==> config.mk <==
export PLATFORM = sky130hd
export DESIGN_NAME = chaotic_watermark_correlator
export DESIGN_NICKNAME = d
export VERILOG_FILES = /design/src/hw/rtl/cwc_pkg.sv /design/src/hw/rtl/cwc_mul.sv /design/src/hw/rtl/cwc_core.sv /design/src/hw/rtl/chaotic_watermark_correlator.sv
export SDC_FILE = /design/constraint.sdc
export NUM_CORES = 2
export LEC_CHECK = 0
export BUFFER_PORTS_ARGS = -buffer_cell sky130_fd_sc_hd__buf_2
export CAP_MARGIN = 20
export CORE_MARGIN = 2
export CORE_UTILIZATION = 38
export DETAILED_ROUTE_END_ITERATION = 16
export PLACE_DENSITY = 0.58
export SYNTH_ARGS = -nofsm -noshare
export SYNTH_HDL_FRONTEND = slang
export SYNTH_HIERARCHICAL = 1
export SYNTH_SLANG_ARGS = --single-unit
==> constraint.sdc <==
create_clock -name clk -period 8.5 [get_ports clk]
set_input_delay 0 -clock clk [delete_from_list [all_inputs] [get_ports clk]]
set_output_delay 0 -clock clk [all_outputs]
set_load 0.05 [all_outputs]
==> src/hw/rtl/cwc_pkg.sv <==
`timescale 1ns / 1ps
// Shared types and constants for the chaotic watermark correlator.
package cwc_pkg;

    // Logistic map: 3.99 in Q.16, and the 0.33 start value in Q0.32.
    localparam logic [17:0] LOGISTIC_GAIN_Q16 = 18'd261489;
    localparam logic [31:0] LOGISTIC_RESET    = 32'd1417339208;

    // Register reset values.
    localparam logic [15:0] FILTER_GAIN_RST   = 16'd6554;
    localparam logic [15:0] NOISE_AMP_RST     = 16'd3277;
    localparam logic [7:0]  WINDOW_LEN_RST    = 8'd100;
    localparam logic [47:0] ALARM_THRESH_RST  = 48'd83886;

    localparam int CFG_DATA_W = 48;
    localparam int MUL_W      = 34;
    localparam int PROD_W     = 2 * MUL_W;

    typedef enum logic [1:0] {
        REG_FILTER_GAIN     = 2'd0,
        REG_NOISE_AMPLITUDE = 2'd1,
        REG_WINDOW_LENGTH   = 2'd2,
        REG_ALARM_THRESHOLD = 2'd3
    } cfg_index_t;

    typedef struct packed {
        logic [15:0] filter_gain;
        logic [15:0] noise_amplitude;
        logic [7:0]  window_length;
        logic [47:0] alarm_threshold;
    } cfg_t;

    typedef struct packed {
        logic               kind;
        logic signed [31:0] base_command;
        logic        [31:0] measured_speed;
        logic               tick_zero;
    } item_t;

    typedef struct packed {
        logic signed [31:0] command_out;
        logic signed [31:0] injected_noise;
        logic               alarm;
    } result_t;

    // Operand request to the shared multiplier.
    typedef struct packed {
        logic                    issue;
        logic signed [MUL_W-1:0] a;
        logic signed [MUL_W-1:0] b;
    } mul_req_t;

    // Core status seen by the top level.
    typedef struct packed {
        logic idle;
        logic done;
        logic alarm;
    } core_status_t;

    typedef enum logic [3:0] {
        ST_IDLE,
        ST_START,
        ST_LOG_WAIT,
        ST_GAIN_MUL,
        ST_GAIN_WAIT,
        ST_FILT_MUL,
        ST_FILT_WAIT,
        ST_AMP_MUL,
        ST_AMP_WAIT,
        ST_NOISE,
        ST_CORR_WAIT,
        ST_CORR_ACC,
        ST_OUT
    } state_t;

    localparam logic KIND_INJECT = 1'b0;

endpackage

==> src/hw/rtl/cwc_mul.sv <==
`timescale 1ns / 1ps
// Shared signed multiplier: registered operands, registered product.
module cwc_mul (
    input  logic                                      clk,
    input  cwc_pkg::mul_req_t                         req,
    output logic signed [cwc_pkg::PROD_W-1:0]         product
);
    import cwc_pkg::*;

    logic signed [MUL_W-1:0]  a_reg;
    logic signed [MUL_W-1:0]  b_reg;
    logic signed [PROD_W-1:0] p_reg;

    always_ff @(posedge clk)
    begin
        if (req.issue)
        begin
            a_reg <= req.a;
            b_reg <= req.b;
        end
        p_reg <= a_reg * b_reg;
    end

    assign product = p_reg;

endmodule

==> src/hw/rtl/cwc_core.sv <==
`timescale 1ns / 1ps
// Sequencer and state registers of the watermark correlator.
module cwc_core (
    input  logic                               clk,
    input  logic                               rst_n,
    input  cwc_pkg::item_t                     item,
    input  logic                               accept,
    input  cwc_pkg::cfg_t                      cfg,
    input  logic                               slot_free,
    output cwc_pkg::mul_req_t                  mul_req,
    input  logic signed [cwc_pkg::PROD_W-1:0]  product,
    output cwc_pkg::core_status_t              status,
    output cwc_pkg::result_t                   result
);
    import cwc_pkg::*;

    state_t      state_reg, state_next;
    item_t       item_reg;
    logic [31:0] logistic_reg, logistic_next;
    logic [31:0] filtered_reg, filtered_next;
    logic [31:0] noise_reg, noise_next;
    logic [31:0] prev_speed_reg, prev_speed_next;
    logic [63:0] corr_sum_reg, corr_sum_next;
    logic [7:0]  win_count_reg, win_count_next;
    logic        alarm_reg, alarm_next;
    logic [31:0] cmd_reg, cmd_next;

    logic [31:0] neg_x;
    logic [31:0] raw;
    logic [32:0] diff;
    logic [31:0] filt_new;
    logic [31:0] noise_new;
    logic [32:0] cmd_sum;
    logic [33:0] speed_delta;
    logic        thresh_hit;

    always_ff @(posedge clk)
    begin
        if (accept)
        begin
            item_reg <= item;
        end
    end

    always_ff @(posedge clk or negedge rst_n)
    begin
        if (!rst_n)
        begin
            state_reg      <= ST_IDLE;
            logistic_reg   <= LOGISTIC_RESET;
            filtered_reg   <= '0;
            noise_reg      <= '0;
            prev_speed_reg <= '0;
            corr_sum_reg   <= '0;
            win_count_reg  <= '0;
            alarm_reg      <= 1'b0;
            cmd_reg        <= '0;
        end
        else
        begin
            state_reg      <= state_next;
            logistic_reg   <= logistic_next;
            filtered_reg   <= filtered_next;
            noise_reg      <= noise_next;
            prev_speed_reg <= prev_speed_next;
            corr_sum_reg   <= corr_sum_next;
            win_count_reg  <= win_count_next;
            alarm_reg      <= alarm_next;
            cmd_reg        <= cmd_next;
        end
    end

    // Datapath terms around the shared multiplier.
    assign neg_x       = 32'd0 - logistic_reg;
    assign raw         = {~logistic_reg[31], logistic_reg[30:0]};     // x - 0.5, signed, on the Q0.32 scale
    assign diff        = {raw[31], raw} - {filtered_reg[31], filtered_reg};
    assign filt_new    = filtered_reg + product[47:16];               // floor(d*g / 2^16)
    assign noise_new   = product[62:31];                              // floor(f*a / 2^31)
    assign cmd_sum     = {item_reg.base_command[31], item_reg.base_command}
                       + {noise_reg[31], noise_reg};
    assign speed_delta = {2'b00, item_reg.measured_speed} - {2'b00, prev_speed_reg};
    assign thresh_hit  = $signed(corr_sum_reg)
                       < $signed({{16{cfg.alarm_threshold[47]}}, cfg.alarm_threshold});

    always_comb
    begin
        state_next      = state_reg;
        logistic_next   = logistic_reg;
        filtered_next   = filtered_reg;
        noise_next      = noise_reg;
        prev_speed_next = prev_speed_reg;
        corr_sum_next   = corr_sum_reg;
        win_count_next  = win_count_reg;
        alarm_next      = alarm_reg;
        cmd_next        = cmd_reg;
        mul_req         = '0;
        status          = '0;

        unique case (state_reg)
            ST_IDLE:
            begin
                status.idle = 1'b1;
                if (accept)
                begin
                    state_next = ST_START;
                end
            end
            ST_START:
            begin
                if (item_reg.kind == KIND_INJECT)
                begin
                    // p = x * (1 - x)
                    mul_req.issue = 1'b1;
                    mul_req.a     = {2'b00, logistic_reg};
                    mul_req.b     = {2'b00, neg_x};
                    state_next    = ST_LOG_WAIT;
                end
                else
                begin
                    cmd_next   = '0;
                    state_next = ST_OUT;
                    if (!item_reg.tick_zero)
                    begin
                        prev_speed_next = item_reg.measured_speed;
                        if (prev_speed_reg != 32'd0)
                        begin
                            if (win_count_reg < cfg.window_length)
                            begin
                                mul_req.issue = 1'b1;
                                mul_req.a     = speed_delta;
                                mul_req.b     = {{2{noise_reg[31]}}, noise_reg};
                                state_next    = ST_CORR_WAIT;
                            end
                            else
                            begin
                                if (thresh_hit)
                                begin
                                    alarm_next = 1'b1;
                                end
                                corr_sum_next  = '0;
                                win_count_next = '0;
                            end
                        end
                    end
                end
            end
            ST_LOG_WAIT:  state_next = ST_GAIN_MUL;
            ST_GAIN_MUL:
            begin
                mul_req.issue = 1'b1;
                mul_req.a     = {2'b00, product[63:32]};
                mul_req.b     = {16'd0, LOGISTIC_GAIN_Q16};
                state_next    = ST_GAIN_WAIT;
            end
            ST_GAIN_WAIT: state_next = ST_FILT_MUL;
            ST_FILT_MUL:
            begin
                logistic_next = product[47:16];
                // operands for the filter step need the new x; they are issued in ST_FILT_WAIT
                state_next    = ST_FILT_WAIT;
            end
            ST_FILT_WAIT:
            begin
                // x is now updated; d * g
                mul_req.issue = 1'b1;
                mul_req.a     = {diff[32], diff};
                mul_req.b     = {18'd0, cfg.filter_gain};
                state_next    = ST_AMP_MUL;
            end
            ST_AMP_MUL:
            begin
                // product not ready yet (registered operand stage)
                state_next = ST_AMP_WAIT;
            end
            ST_AMP_WAIT:
            begin
                filtered_next = filt_new;
                mul_req.issue = 1'b1;
                mul_req.a     = {{2{filt_new[31]}}, filt_new};
                mul_req.b     = {18'd0, cfg.noise_amplitude};
                state_next    = ST_NOISE;
            end
            ST_NOISE:
            begin
                // wait stage, then product holds f * amplitude
                state_next = ST_CORR_ACC;
            end
            ST_CORR_WAIT:
            begin
                state_next = ST_CORR_ACC;
            end
            ST_CORR_ACC:
            begin
                if (item_reg.kind == KIND_INJECT)
                begin
                    noise_next = noise_new;
                end
                else
                begin
                    corr_sum_next  = corr_sum_reg + product[63:0];
                    win_count_next = win_count_reg + 8'd1;
                end
                state_next = ST_OUT;
            end
            ST_OUT:
            begin
                // saturating command for inject items
                if (item_reg.kind == KIND_INJECT)
                begin
                    if (cmd_sum[32] != cmd_sum[31])
                    begin
                        cmd_next = cmd_sum[32] ? 32'h8000_0000 : 32'h7FFF_FFFF;
                    end
                    else
                    begin
                        cmd_next = cmd_sum[31:0];
                    end
                end
                state_next = ST_IDLE;
                status.done = 1'b1;
                if (!slot_free)
                begin
                    state_next  = ST_OUT;
                    status.done = 1'b0;
                end
            end
            default: state_next = ST_IDLE;
        endcase
        status.alarm = alarm_reg;
    end

    assign result.command_out    = (item_reg.kind == KIND_INJECT)
                                   ? ((cmd_sum[32] != cmd_sum[31])
                                      ? (cmd_sum[32] ? 32'sh8000_0000 : 32'sh7FFF_FFFF)
                                      : $signed(cmd_sum[31:0]))
                                   : $signed(cmd_reg);
    assign result.injected_noise = noise_reg;
    assign result.alarm          = alarm_reg;

endmodule

==> src/hw/rtl/chaotic_watermark_correlator.sv <==
`timescale 1ns / 1ps
// Top level of the chaotic watermark correlator.
// Usage:
//   item channel   : item_valid / item_stall / item. An inject word (kind 0)
//                    steps the logistic map, filters and scales the noise and
//                    adds it to base_command with saturation. A verify word
//                    (kind 1) correlates the speed change with the last noise.
//   result channel : result_valid / result_stall / result, one word per item.
//   config port    : cfg_write / cfg_index / cfg_data, written while idle.
// Timing: one item at a time through a shared 34x34 multiplier with
//   registered operands and product. Inject: 4 chained multiplies; verify:
//   one multiply when a sample is accumulated, none otherwise. The core takes
//   no new word until it is back in idle after placing its result.
//   item_stall is high from accept until the result is placed in the output
//   register.
// Reset: config registers return to their defaults, x to 0.33, all sums,
//   counts and the alarm clear; no result is pending.
// Stall: the output register holds a word while result_stall is high; the
//   core may take the next item meanwhile and waits at its final step until
//   the output register frees up.
module chaotic_watermark_correlator (
    input  logic                               clk,
    input  logic                               rst_n,
    input  logic                               item_valid,
    output logic                               item_stall,
    input  cwc_pkg::item_t                     item,
    output logic                               result_valid,
    input  logic                               result_stall,
    output cwc_pkg::result_t                   result,
    input  logic                               cfg_write,
    input  cwc_pkg::cfg_index_t                cfg_index,
    input  logic [cwc_pkg::CFG_DATA_W-1:0]     cfg_data
);
    import cwc_pkg::*;

    cfg_t                     cfg_reg;
    logic                     res_valid_reg;
    result_t                  res_reg;
    logic                     accept;
    logic                     slot_free;
    mul_req_t                 mul_req;
    logic signed [PROD_W-1:0] product;
    core_status_t             status;
    result_t                  core_result;

    // Configuration registers.
    always_ff @(posedge clk or negedge rst_n)
    begin
        if (!rst_n)
        begin
            cfg_reg.filter_gain     <= FILTER_GAIN_RST;
            cfg_reg.noise_amplitude <= NOISE_AMP_RST;
            cfg_reg.window_length   <= WINDOW_LEN_RST;
            cfg_reg.alarm_threshold <= ALARM_THRESH_RST;
        end
        else if (cfg_write)
        begin
            unique case (cfg_index)
                REG_FILTER_GAIN:     cfg_reg.filter_gain     <= cfg_data[15:0];
                REG_NOISE_AMPLITUDE: cfg_reg.noise_amplitude <= cfg_data[15:0];
                REG_WINDOW_LENGTH:   cfg_reg.window_length   <= cfg_data[7:0];
                REG_ALARM_THRESHOLD: cfg_reg.alarm_threshold <= cfg_data[47:0];
            endcase
        end
    end

    assign item_stall = !status.idle;
    assign accept     = item_valid && !item_stall;
    assign slot_free  = !res_valid_reg || !result_stall;

    cwc_mul u_mul (
        .clk     (clk),
        .req     (mul_req),
        .product (product)
    );

    cwc_core u_core (
        .clk       (clk),
        .rst_n     (rst_n),
        .item      (item),
        .accept    (accept),
        .cfg       (cfg_reg),
        .slot_free (slot_free),
        .mul_req   (mul_req),
        .product   (product),
        .status    (status),
        .result    (core_result)
    );

    // Output register: parts the core from the receiver.
    always_ff @(posedge clk or negedge rst_n)
    begin
        if (!rst_n)
        begin
            res_valid_reg <= 1'b0;
        end
        else if (slot_free)
        begin
            res_valid_reg <= status.done;
        end
    end

    always_ff @(posedge clk)
    begin
        if (status.done)
        begin
            res_reg <= core_result;
        end
    end

    assign result_valid = res_valid_reg;
    assign result       = res_reg;

    // An accepted word keeps the core busy on the next cycle.
    a_busy_after_accept: assert property (@(posedge clk) disable iff (!rst_n)
        accept |=> item_stall)
        else $error("core idle right after accepting a word");

    // The core never finishes into an occupied, stalled output register.
    a_no_overwrite: assert property (@(posedge clk) disable iff (!rst_n)
        status.done |-> slot_free)
        else $error("result finished while output register blocked");

    // The alarm is sticky.
    a_alarm_sticky: assert property (@(posedge clk) disable iff (!rst_n)
        $past(status.alarm) |-> status.alarm)
        else $error("alarm cleared without reset");

endmodule
==> results.md <==
- Most frequent cells in the layout: inv_1, fa_1, nand2_1
- Max Clock Skew: 47.4 ps
- RSZ-0062 raised after global routing: no
- Die Span Y: 445 um
- Clk_lat worst skew: 680 ps
- Crit Path Max Fanout: 22
- Slew @ Worst Pin: 1090 ps
- Most common cell on crit path: fa_1
- Sum Neg Setup Slack: 0 ps
- Drc violations: 0
- Drt total wl: about 220000 um
- Hold Path Origin: item[19]
- Flop2flop setup slack: 310 ps
- Core Rows: 161
- Cts bufs inserted: 68
- Critical Path Sink Type: register
- Leading cell type in the layout, fill and taps excluded: inv_1
- Global-route wire length before repair: 348000 um
- Final setup viols: 0
- Crit-path cells: buf_4, nand2_1, fa_1, fa_1, buf_4, fa_1, inv_1, fa_1, fa_1, fa_1, fa_1, inv_1, fa_1, inv_1, ha_1, a21o_1, a21o_1, a21oi_1, nand3_1, or3b_1, a31oi_1, xnor2_1
- Area delta synth->final: 11.3%
- Met3 wire length: 14600 um
- Hold Vio Cnt, Final: 0
- 1st-pass router iterations: 6
- Fin nets: between 9000 and 10000
- Clock root cell: clkbuf_16
- Syn_area_per_cell: 9.73 sq um
- Final instance area: roughly 80000 sq um
- I/O Pins: 188
- Critical path's top delay family: adder cells
- M1 wire length: 96900 um
- Worst hold-check path type: in2reg
- H-tree levels: 3
- Max Freq: 122 MHz
- Vias per cell: 5.18
- # clock sinks: 589
- Initial Util: 38.3%
- Drt initial violations: 3601
- Hold path cells: 2
- Endpoint of the worst register-to-register path: u_mul/product[62]$_DFF_P_
- Port Buffers: 187
- Initial antenna violation count: 2
- Critical Path RT: 9080 ps
- Routed len/inst: 21.1 um
- Detailed placer's ending HPWL: 181000 um
- Clk pin slew, worst setup/hold paths: 70 ps
- Grt total ovfl: 0
- Pin count of the biggest net entering global routing: 134
- Worst hold endpoint: u_core/item_reg[19]$_DFFE_PP_
- Syn Nets: 9394
- Placed cell areas: 78100 sq um
- Worst Path Buf+Inv: 5
- Synthesis Warnings: 6
- Vias in the first global route: about 58000
- Fin crit share: 96.4%
- Crit-path slowest cell: edfxtp_1
- Synth Cell Area: roughly 74000 sq um
- Fraction of layout cells with a size suffix above 1: 10.2%
- Max Slew Vio Count: 0
- All-layer global routing usage: 22.8%
- Max cap viols: 0
- Post-route ant nets: 0
- Worst Reg-to-Reg Cells: 22
- Synth Instances: 7599
- Worst R2R Start: u_mul/b_reg[13]$_DFFE_PP_
- GPL Wtd Cong: 0.952
- CP Class: reg2reg
- DR vias: around 54000
- CP max stage delay: 850 ps
- CTS tree: yes
- Max reg flops: roughly 90
- Deepest clock path buffer count: 3
- CP arrival: approximately 8800 ps
- Die X: 445 um
- Top sig layer: met5
- Die ar.: between 150000 and 200000 sq um
- Run status: complete, no violations
- Total core area: 193000 sq um
- Min Tclk post-route: 8190 ps
- CP startpoint kind: register
- Metal2 WL: 101000 um
- Rel. slew slack: 27.7%
## metrics by stage
stage	std cells	setup slack (ps)	util, %	hold slack [ps]
after floorplan	7599	1120	-	-296
after global placement	10146	172	40.5	76.8
after detailed placement	10146	234	40.5	84.6
after CTS	10417	172	42.4	0.185
after global routing	10459	0.0115	42.7	13.5
final	10460	306	42.7	43.1
## how the worst max path moves through the flow
stage / slack [ps] / cells after the start / start / to
after global routing: 0.01 / 25 / u_mul/a_reg[24]$_DFFE_PP_ / u_mul/product[62]$_DFF_P_
after floorplan: 1120 / 24 / u_mul/a_reg[33]$_DFFE_PP_ / u_mul/product[60]$_DFF_P_
after global placement: 170 / 23 / u_mul/b_reg[11]$_DFFE_PP_ / u_mul/product[62]$_DFF_P_
after detailed placement: 230 / 26 / u_mul/a_reg[33]$_DFFE_PP_ / u_mul/product[62]$_DFF_P_
after CTS: 170 / 24 / u_mul/a_reg[14]$_DFFE_PP_ / u_mul/product[62]$_DFF_P_
final: 310 / 22 / u_mul/b_reg[13]$_DFFE_PP_ / u_mul/product[62]$_DFF_P_
## area by class of cell
type / instances / area (sq um)
clock inverters: 36 / 385
well taps: 2526 / 3160
fillers: 18650 / 111000
clock buffers: 89 / 1870
diodes: 1 / 2.50
repair buffers: 553 / 4310
multi-input cells: 5281 / 51900
inverters: 1385 / 5200
flip-flops and latches: 589 / 15500
## metal layers
layer	global-route usage, %	vias up
met5	0	-
met4	7.72	2
met3	3.82	310
met2	36.2	1648
met1	31.4	27581
li1	-	24606
## repair_timing
item | CTS | global route
hold buffers | 146 | 0
resized for setup | 0 | 3
setup endpoints to repair | 0 | 5
hold endpoints to repair | 239 | 0
buffers inserted | 0 | 41
Power is not shown: default switching activity piles up to over one toggle a cycle in this logic, so the estimate is an artifact.
